--- src/hdl/fes_pkg.sv ---
`default_nettype none

package fes_pkg;

  localparam int unsigned DURATION_BITS = 16;
  localparam int unsigned ELAPSED_BITS  = 20;
  localparam int unsigned DELTA_BITS    = 16;
  localparam int unsigned FRAC_BITS     = 16;
  localparam int unsigned ALPHA_BITS    = FRAC_BITS + 1;
  localparam int unsigned OPACITY_BITS  = 8;
  localparam int unsigned SCALE_BITS    = ALPHA_BITS + OPACITY_BITS;
  localparam int unsigned BOUND_BITS    = DURATION_BITS + 2;
  localparam int unsigned CMP_BITS      = (ELAPSED_BITS > BOUND_BITS) ? ELAPSED_BITS : BOUND_BITS;
  localparam int unsigned CNT_BITS      = $clog2(FRAC_BITS);
  localparam int unsigned CFG_IDX_BITS  = 3;

  localparam logic KIND_TICK  = 1'b0;
  localparam logic KIND_START = 1'b1;

  typedef enum logic [CFG_IDX_BITS-1:0] {
    CFG_DELAY_LEN = 3'd0,
    CFG_RISE_LEN  = 3'd1,
    CFG_HOLD_LEN  = 3'd2,
    CFG_FALL_LEN  = 3'd3,
    CFG_ONCE_ONLY = 3'd4
  } cfg_idx_e;

  typedef enum logic [2:0] {
    ST_IDLE,
    ST_STEP,
    ST_DIV,
    ST_SQUARE,
    ST_EASE,
    ST_SCALE,
    ST_EMIT
  } state_e;

endpackage

`default_nettype wire

--- src/hdl/fade_envelope_sequencer_top.sv ---
// Opacity envelope: a start word (tuser 1) enables the envelope, each tick word (tuser 0)
// adds, while enabled, its tdata delta to a saturating elapsed counter and returns one word
// holding the opacity byte in tdata and the enabled flag in tuser. Phases run delay (0),
// eased rise, hold (255), eased fall, then done (0, envelope disables itself). A start word,
// or a tick while disabled, goes STEP then EMIT; a tick in delay, hold or done goes through
// STEP, SCALE and EMIT; a tick in a ramp through STEP, the 16-step restoring divider that
// forms the normalized ramp time one quotient bit per cycle, then SQUARE, EASE, SCALE, EMIT.
// One word is worked on at a time; the result sits in an output register so the next word
// is taken while it waits. Configuration writes are always ready and apply from the next tick.
`default_nettype none

module fade_envelope_sequencer_top (
  input  logic                                clk_i,
  input  logic                                rst_ni,
  input  logic                                s_axis_tvalid,
  output logic                                s_axis_tready,
  input  logic [fes_pkg::DELTA_BITS-1:0]      s_axis_tdata,  // tick_delta
  input  logic                                s_axis_tuser,  // kind
  output logic                                m_axis_tvalid,
  input  logic                                m_axis_tready,
  output logic [fes_pkg::OPACITY_BITS-1:0]    m_axis_tdata,  // opacity
  output logic                                m_axis_tuser,  // active
  input  logic                                cfg_valid_i,
  output logic                                cfg_ready_o,
  input  logic [fes_pkg::CFG_IDX_BITS-1:0]    cfg_index_i,
  input  logic [fes_pkg::DURATION_BITS-1:0]   cfg_data_i
);

  localparam int unsigned DB = fes_pkg::DURATION_BITS;
  localparam int unsigned EB = fes_pkg::ELAPSED_BITS;
  localparam int unsigned FB = fes_pkg::FRAC_BITS;
  localparam int unsigned AB = fes_pkg::ALPHA_BITS;
  localparam int unsigned OB = fes_pkg::OPACITY_BITS;
  localparam int unsigned SB = fes_pkg::SCALE_BITS;
  localparam int unsigned BB = fes_pkg::BOUND_BITS;
  localparam int unsigned CB = fes_pkg::CMP_BITS;
  localparam int unsigned NB = fes_pkg::CNT_BITS;
  localparam logic [AB-1:0] AlphaOne = AB'(1) << FB;

  // configuration
  logic [DB-1:0] delay_q, rise_q, hold_q, fall_q;
  logic          once_q;

  // control state
  fes_pkg::state_e state_q, state_d;
  logic [EB-1:0]   elapsed_q, elapsed_d;
  logic            running_q, running_d;
  logic [OB-1:0]   held_q, held_d;
  logic            m_tvalid_q, m_tvalid_d;

  // datapath
  logic                 kind_q;
  logic [fes_pkg::DELTA_BITS-1:0] delta_q;
  logic [DB-1:0]        rem_q, rem_d;
  logic [DB-1:0]        len_q, len_d;
  logic [FB-1:0]        quot_q, quot_d;
  logic [NB-1:0]        cnt_q, cnt_d;
  logic                 falling_q, falling_d;
  logic [2*FB-1:0]      prod_q, prod_d;
  logic [AB-1:0]        alpha_q, alpha_d;
  logic [OB-1:0]        m_tdata_q, m_tdata_d;
  logic                 m_tuser_q, m_tuser_d;

  logic [EB:0]   e_sum;
  logic [EB-1:0] e_sat;
  logic [BB-1:0] b1, b2, b3, b4;
  logic [CB-1:0] e_cmp, ramp_base, since;
  logic          in_rise;
  logic [DB:0]   rem_sh;
  logic [DB+1:0] diff;
  logic          ge;
  logic [FB:0]   sq_wide;
  logic [FB-1:0] sq_op;
  logic [AB-1:0] sq_scaled, ease;
  logic [SB-1:0] scaled;

  assign s_axis_tready = (state_q == fes_pkg::ST_IDLE);
  assign m_axis_tvalid = m_tvalid_q;
  assign m_axis_tdata  = m_tdata_q;
  assign m_axis_tuser  = m_tuser_q;
  assign cfg_ready_o   = 1'b1;

  always_comb begin
    e_sum     = (EB+1)'(elapsed_q) + (EB+1)'(delta_q);
    e_sat     = e_sum[EB] ? {EB{1'b1}} : e_sum[EB-1:0];
    b1        = BB'(delay_q);
    b2        = b1 + BB'(rise_q);
    b3        = b2 + BB'(hold_q);
    b4        = b3 + BB'(fall_q);
    e_cmp     = CB'(e_sat);
    in_rise   = e_cmp < CB'(b2);
    ramp_base = in_rise ? CB'(b1) : CB'(b3);
    since     = e_cmp - ramp_base;
    // compare and subtract of the restoring divider, reused by every DIV step
    rem_sh    = {rem_q, 1'b0};
    diff      = {1'b0, rem_sh} - (DB+2)'(len_q);
    ge        = !diff[DB+1];
    sq_wide   = (FB+1)'(AlphaOne) - (FB+1)'(quot_q);
    sq_op     = quot_q[FB-1] ? sq_wide[FB-1:0] : quot_q;
    sq_scaled = prod_q[2*FB-1:FB-1];
    ease      = quot_q[FB-1] ? (AlphaOne - sq_scaled) : sq_scaled;
    scaled    = (SB'(alpha_q) << OB) - SB'(alpha_q);
  end

  always_comb begin
    state_d    = state_q;
    elapsed_d  = elapsed_q;
    running_d  = running_q;
    held_d     = held_q;
    m_tvalid_d = m_tvalid_q && !m_axis_tready;
    m_tdata_d  = m_tdata_q;
    m_tuser_d  = m_tuser_q;
    rem_d      = rem_q;
    len_d      = len_q;
    quot_d     = quot_q;
    cnt_d      = cnt_q;
    falling_d  = falling_q;
    prod_d     = prod_q;
    alpha_d    = alpha_q;
    case (state_q)
      fes_pkg::ST_IDLE: begin
        if (s_axis_tvalid) begin
          state_d = fes_pkg::ST_STEP;
        end
      end
      fes_pkg::ST_STEP: begin
        if (kind_q == fes_pkg::KIND_START) begin
          running_d = 1'b1;
          state_d   = fes_pkg::ST_EMIT;
        end else if (!running_q) begin
          state_d = fes_pkg::ST_EMIT;
        end else begin
          elapsed_d = e_sat;
          state_d   = fes_pkg::ST_SCALE;
          rem_d     = since[DB-1:0];
          cnt_d     = '0;
          quot_d    = '0;
          if (e_cmp < CB'(b1)) begin
            alpha_d = '0;
          end else if (in_rise) begin
            len_d     = rise_q;
            falling_d = 1'b0;
            state_d   = fes_pkg::ST_DIV;
          end else if (e_cmp < CB'(b3)) begin
            alpha_d = AlphaOne;
          end else if (e_cmp < CB'(b4)) begin
            len_d     = fall_q;
            falling_d = 1'b1;
            state_d   = fes_pkg::ST_DIV;
          end else begin
            alpha_d   = '0;
            running_d = 1'b0;
            if (!once_q) begin
              elapsed_d = '0;
            end
          end
        end
      end
      fes_pkg::ST_DIV: begin
        rem_d  = ge ? diff[DB-1:0] : rem_sh[DB-1:0];
        quot_d = {quot_q[FB-2:0], ge};
        cnt_d  = cnt_q + NB'(1);
        if (cnt_q == NB'(FB - 1)) begin
          state_d = fes_pkg::ST_SQUARE;
        end
      end
      fes_pkg::ST_SQUARE: begin
        prod_d  = (2*FB)'(sq_op) * (2*FB)'(sq_op);
        state_d = fes_pkg::ST_EASE;
      end
      fes_pkg::ST_EASE: begin
        alpha_d = falling_q ? (AlphaOne - ease) : ease;
        state_d = fes_pkg::ST_SCALE;
      end
      fes_pkg::ST_SCALE: begin
        held_d  = scaled[FB +: OB];
        state_d = fes_pkg::ST_EMIT;
      end
      fes_pkg::ST_EMIT: begin
        if (!m_tvalid_q || m_axis_tready) begin
          m_tvalid_d = 1'b1;
          m_tdata_d  = held_q;
          m_tuser_d  = running_q;
          state_d    = fes_pkg::ST_IDLE;
        end
      end
      default: begin
        state_d = fes_pkg::ST_IDLE;
      end
    endcase
  end

  always_ff @(posedge clk_i or negedge rst_ni) begin
    if (!rst_ni) begin
      state_q    <= fes_pkg::ST_IDLE;
      elapsed_q  <= '0;
      running_q  <= 1'b0;
      held_q     <= '0;
      m_tvalid_q <= 1'b0;
      delay_q    <= '0;
      rise_q     <= '0;
      hold_q     <= '0;
      fall_q     <= '0;
      once_q     <= 1'b0;
    end else begin
      state_q    <= state_d;
      elapsed_q  <= elapsed_d;
      running_q  <= running_d;
      held_q     <= held_d;
      m_tvalid_q <= m_tvalid_d;
      if (cfg_valid_i) begin
        case (fes_pkg::cfg_idx_e'(cfg_index_i))
          fes_pkg::CFG_DELAY_LEN: delay_q <= cfg_data_i;
          fes_pkg::CFG_RISE_LEN:  rise_q  <= cfg_data_i;
          fes_pkg::CFG_HOLD_LEN:  hold_q  <= cfg_data_i;
          fes_pkg::CFG_FALL_LEN:  fall_q  <= cfg_data_i;
          fes_pkg::CFG_ONCE_ONLY: once_q  <= cfg_data_i[0];
          default: begin
          end
        endcase
      end
    end
  end

  always_ff @(posedge clk_i) begin
    if (s_axis_tvalid && s_axis_tready) begin
      kind_q  <= s_axis_tuser;
      delta_q <= s_axis_tdata;
    end
    rem_q     <= rem_d;
    len_q     <= len_d;
    quot_q    <= quot_d;
    cnt_q     <= cnt_d;
    falling_q <= falling_d;
    prod_q    <= prod_d;
    alpha_q   <= alpha_d;
    m_tdata_q <= m_tdata_d;
    m_tuser_q <= m_tuser_d;
  end

endmodule

`default_nettype wire

--- config.mk ---
export PLATFORM = sky130hd
export DESIGN_NAME = fade_envelope_sequencer_top
export DESIGN_NICKNAME = d
export VERILOG_FILES = /design/src/hdl/fes_pkg.sv /design/src/hdl/fade_envelope_sequencer_top.sv
export SDC_FILE = /design/constraint.sdc
export NUM_CORES = 1
export LEC_CHECK = 0
export ABC_AREA = 1
export BUFFER_PORTS_ARGS = -buffer_cell sky130_fd_sc_hd__buf_2
export CORE_ASPECT_RATIO = 2
export CORE_MARGIN = 2
export CORE_UTILIZATION = 30
export CTS_BUF_LIST = sky130_fd_sc_hd__clkbuf_8 sky130_fd_sc_hd__clkbuf_16
export DETAILED_ROUTE_END_ITERATION = 8
export PLACE_DENSITY = 0.52
export SLEW_MARGIN = 20
export SYNTH_ARGS = -nofsm -noshare
export SYNTH_HDL_FRONTEND = slang
export SYNTH_SLANG_ARGS = --single-unit
--- constraint.sdc ---
create_clock -name clk_i -period 9.1 [get_ports clk_i]
set_input_delay 1.82 -clock clk_i [delete_from_list [all_inputs] [get_ports clk_i]]
set_output_delay 1.82 -clock clk_i [all_outputs]
set_load 0.1 [all_outputs]
Word-level counts from Yosys, hierarchy flattened
Index checks and enable logic that the tools add are counted.

storage, ports and cells
  bits in registers = 226
  latch bits = 0
  output and inout port bits = 12
  bits in writable memories = 0
  bits of input ports = 41
  word-level logic and storage cells = 130
  memories = 0
  memory bits (read-only) = 0

operators by class
  shifts and indexed selects = 0
  bitwise operators = 2
  equal/unequal tests = 19
  $lt $le $gt $ge = 4
  $mul = 1
  reductions and logical operators = 22
  mux-type cells = 50
  $add $sub $neg = 11
  div/mod/pow operators = 0

operators by type and width
  kind                                                 number
  two-way mux 16 bit                                   10
  two-way mux 17 bit                                   8
  two-way mux 20 bit                                   6
  case mux 16 bit (2 select lines)                     2
  < comparator 20 x 18 -> 1 bit                        2
  case mux 17 bit (2 select lines)                     1
  subtractor 17 bit, first input constant              2
  multiplier 16 x 16 -> 32 bit                         1
  two-way mux 3 bit                                    9
  subtractor 24 x 17 -> 24 bit                         1
  adder 20 x 16 -> 21 bit                              1
  case mux 3 bit (7 select lines)                      1
  < comparator 20 x 16 -> 1 bit                        1
  < comparator 20 x 17 -> 1 bit                        1
  adder 17 x 16 -> 18 bit                              1
  adder 18 x 16 -> 18 bit                              1
  subtractor 17 x 16 -> 18 bit                         1
  adder 16 x 16 -> 17 bit                              1
  subtractor 1 x 16 -> 16 bit, first input constant    1
  subtractor 16 bit                                    1
  equality test 3 x 2 -> 1 bit, second input constant  4
  equality test 3 bit, second input constant           4
  != test 2 bit, second input constant                 6
  AND reduction 2 bit                                  6
  17 further kinds                                     37

Logic depth before layout (Yosys ltp)
  depth in word-level cells = 11
  gate-level depth with buffers = 45
  depth with buffers taken out = 43

Worst setup path after synthesis
No wires, ideal clock.

  kind = register to register
  start = reg quot_q[0]
  end = reg prod_q[28], data pin
  path buffers = 1
  slack = 1.754 ns
  data arrival time = 7.084 ns
  setup time = 0.262 ns
  clock period less this slack = 7.346 ns
  stages on the path, launching flop included = 35
  required time = 8.838 ns
  cell sequence = edfxtp_1 -> inv_1 -> clkbuf_1 -> ha_1 -> inv_1 -> nor3_1 -> nand3_1 -> nor3_1 -> inv_1 -> o21ai_0 -> or2_2 -> nand2_1 -> inv_1 -> nor2_1 -> fa_1 -> inv_1 -> fa_1 -> inv_1 -> fa_1 -> inv_1 -> fa_1 -> fa_1 -> inv_1 -> fa_1 -> ha_1 -> nand2_1 -> nor2_1 -> inv_1 -> o221ai_1 -> a21oi_1 -> nor2_1 -> nand2_1 -> o2111ai_1 -> a21oi_1 -> xor2_1

between the ends
  word-level cells in the longest chain between the ends = 3

ends and longest elaborated chain
  element                         RTL line                            text
  start: declaration              fade_envelope_sequencer_top.sv:56   logic [FB-1:0] quot_q, quot_d;
  start signal: assignment        fade_envelope_sequencer_top.sv:232  quot_q <= quot_d;
  subtractor 1 x 16 -> 16 bit     fade_envelope_sequencer_top.sv:98   sq_wide = (FB+1)'(AlphaOne) - (FB+1)'(quot_q);
  two-way mux 16 bit *            fade_envelope_sequencer_top.sv:99   sq_op = quot_q[FB-1] ? sq_wide[FB-1:0] : quot_q;
  multiplier 16 x 16 -> 32 bit *  fade_envelope_sequencer_top.sv:168  prod_d = (2*FB)'(sq_op) * (2*FB)'(sq_op);
  end signal: assignment          fade_envelope_sequencer_top.sv:235  prod_q <= prod_d;
  end: declaration                fade_envelope_sequencer_top.sv:59   logic [2*FB-1:0] prod_q, prod_d;

Every way passes the cells marked *; elsewhere a longest branch is shown, timed or not.
A chain may end at the register's enable or synchronous reset.

Worst setup path after layout
  start = reg quot_q[0]
  end = reg prod_q[29], data pin

Same word-level chain as after synthesis.

==> impl_metrics.py <==
metrics = {
    "outcome": {
        "status": "finished clean",
    },
    "synth": {
        "synth_fa_ha_area_frac": 0.297,
        "ys.flop_type": "edfxtp_1",
        "yosys_warnings": 0,
        "synth_area_um2": 22500,
        "synth.area.top_cells": "edfxtp_1, fa_1, ha_1",
        "synthMuxAreaShare": 0,
        "yosys.area_share.simple": 0.184,
        "ys_types": 59,
        "synth_xor_area_frac": 0.0443,
        "async_flop_share": 0.464,
        "yosysTopAreaCell": "edfxtp_1",
        "synth_top_family_by_area": "adder cells",
        "syn-mean-instance-area_um2": 8.05,
        "synthCells": 2798,
        "synth_compound_area_frac": 0.116,
        "synth-seq-area-share": 0.259,
        "synth_edf_count": 113,
        "synth-seq-cells": 211,
        "synth_top_area_frac": 0.151,
    },
    "grt": {
        "grt_pass1_vias": 20000,
        "grt_usage": 0.179,
        "grt_pass1_wl_um": 106000,
        "grt_overflow": 0,
        "grt_start_max_net_pins": 56,
        "antenna_found_initial": 0,
    },
    "critical_path": {
        "crit_slowest_cell": "fa_1",
        "worst_setup_path_end_kind": "register",
        "reg2reg_to": "prod_q[29]",
        "r2r-start": "quot_q[0]",
        "worstPathArrival_ns": 8.66,
        "endpoint": "prod_q[29]",
        "criticalPathCategory": "reg -> reg",
        "worstSetupStartpoint": "quot_q[0]",
        "rr_worst_depth": 37,
        "max_stage_delay_ns": 0.56,
        "r2r_slack_ns": 0.76,
        "start_kind": "register",
        "worstPathRequired_ns": 9.42,
        "cp_max_fo": 16,
    },
    "timing": {
        "rsz0062_at_grt": "no",
        "finalCriticalPeriod_ns": 8.34,
        "timing.final.max_slew_violations": 0,
        "hold_viol": 0,
        "maxClockFrequency_mhz": 120,
        "fin_skew_ns": 0.0139,
        "fin_setup_tns_ns": 0,
        "setup_viol": 0,
        "tightest_slew_ns": 0.962,
        "slew_headroom": 0.357,
        "finalCritPeriodShare": 0.916,
    },
    "final_layout": {
        "antennaDiodeCount": 0,
        "area_growth_pct": 9.80,
        "drive_gt1_frac": 0.0626,
        "design_area_um2": 24700,
        "fill_cells": 7997,
        "finalNetCount": 3332,
    },
    "placement": {
        "port_buffers": 51,
        "hpwl_um": 56700,
        "placed_area_um2": 24000,
        "gp_congestion": 0.892,
    },
    "cts": {
        "post_cts_buffers": 0,
        "cts_tree": "done",
        "clk_pin_slew_worst_paths_ns": 0.07,
        "hold_buffers": 0,
        "clock-sinks": 211,
        "cts_root_buffer": "clkbuf_16",
        "cts_max_level": 1,
        "numCtsBuffers": 23,
        "clk-insertion-delay-late_ns": 0.58,
        "ctsResizeCount": 0,
        "clockBufferDepth": 3,
    },
    "drt": {
        "wl_per_cell_um": 17.8,
        "ant_nets": 0,
        "via_per_inst": 4.86,
        "routed_wl_um": 67800,
        "dr.first_iter.drc_count": 650,
        "drc": 0,
        "dr.pass1.iters": 5,
        "vias": 18500,
    },
    "die": {
        "row_count": 142,
        "pin_count": 53,
        "fp.dieW_um": 198,
        "core_um2": 74600,
        "dieArea_um2": 77500,
        "start_util": 0.302,
        "fp.dieH_um": 392,
    },
    "flow_run": {
        "drv_cap": 0,
    },
    "min_path": {
        "min_path_type": "reg -> reg",
    },
}
==> flip-flops by register name, summed over array words and instances, names as in the netlist, 8 cells and up <==
| signal | count |
|---|---|
| fall_q | 16 |
| alpha_q | 17 |
| rise_q | 16 |
| delay_q | 16 |
| hold_q | 16 |
| len_q | 16 |
| rem_q | 16 |
| m_axis_tdata | 8 |
| quot_q | 16 |
| prod_q | 17 |
| delta_q | 16 |
| held_q | 8 |
| elapsed_q | 20 |
==> per-stage QoR <==
step                std cells  setup WS [ns]  hold WS, ns  utilization
detailed placement       3768          0.798        0.431        0.321
finish                   3810          0.763        0.446        0.332
floorplan                2809           1.75        0.425            -
global placement         3768          0.921        0.437        0.321
CTS                      3810          0.740        0.446        0.332
global route             3810         0.0590        0.465        0.332
==> worst min-delay path by stage <==
stage	start	to	depth (start not counted)
after CTS	held_q[7]	m_axis_tdata[7]	0
after global placement	held_q[5]	m_axis_tdata[5]	0
after global routing	held_q[6]	m_axis_tdata[6]	0
after floorplan	held_q[0]	m_axis_tdata[0]	0
after detailed placement	held_q[7]	m_axis_tdata[7]	0
final	held_q[7]	m_axis_tdata[7]	0
==> cell usage after synthesis, types with 12 or more instances <==
| cell type | n |
|---|---|
| a21oi_1 | 196 |
| a31oi_1 | 12 |
| clkbuf_1 | 36 |
| dfrtp_1 | 98 |
| edfxtp_1 | 113 |
| fa_1 | 169 |
| ha_1 | 265 |
| inv_1 | 521 |
| inv_2 | 12 |
| nand2_1 | 555 |
| nand2_2 | 12 |
| nand3_1 | 73 |
| nand3_2 | 15 |
| nand4_1 | 22 |
| nor2_1 | 223 |
| nor3_1 | 35 |
| o21a_1 | 12 |
| o21ai_0 | 186 |
| o21ai_1 | 14 |
| xnor2_1 | 28 |
| xor2_1 | 86 |
==> layout by cell type, fill, tap and decap left out, types with 13 or more instances in the layout <==
cell type	n
nand4_1	22
xor2_1	86
ha_1	265
nand3_2	16
clkbuf_16	23
edfxtp_1	113
nand3_1	72
o21ai_0	186
nand2_1	555
conb_1	13
buf_4	24
dfrtp_1	98
nor2_1	221
fa_1	169
o21ai_1	14
inv_1	526
xnor2_1	28
buf_2	50
a21oi_1	196
nor3_1	33
==> cells by family (layout without fill, tap and decap cells) <==
group / after synthesis / after routing
AO/OA/AOI/OAI: 478 / 478
buffers and inverters: 586 / 651
flip-flops: 211 / 211
XOR/XNOR: 114 / 114
other: 2 / 13
adder cells (fa/ha/maj): 434 / 434
AND/OR/NAND/NOR: 973 / 973
==> cell type report <==
| type | instances | area (um2) | area share |
|---|---|---|---|
| clock buffer | 26 | 617 | 0.0249 |
| clock inverter | 16 | 151 | 0.00612 |
| inverter | 535 | 2010 | 0.0812 |
| multi-input combinational | 2012 | 14500 | 0.587 |
| sequential | 211 | 5850 | 0.236 |
| tap | 936 | 1170 | 0.0473 |
| timing repair buffer | 74 | 430 | 0.0174 |
==> critical path: cells and delay by family, from the launching register on <==
family                     cells  cell delay, ns
DFF                            1            0.44
AOI/OAI and AO/OA              2            0.35
and+or+nand+nor               17            2.60
buffers and inverters          9            1.04
xor gates and xnor gates       1            0.06
adders and majority gates      8            3.58
==> routing by layer <==
layer  GRT usage  share of wire  up-vias
met3      0.0130          0.019      189
met4       0.111          0.068        0
met1       0.148           0.31     8888
li1            -              -     9115
met2       0.389           0.61      308
met5           0              0        -
Power is not shown: default switching activity piles up to over one toggle a cycle in this logic, so the estimate is an artifact.
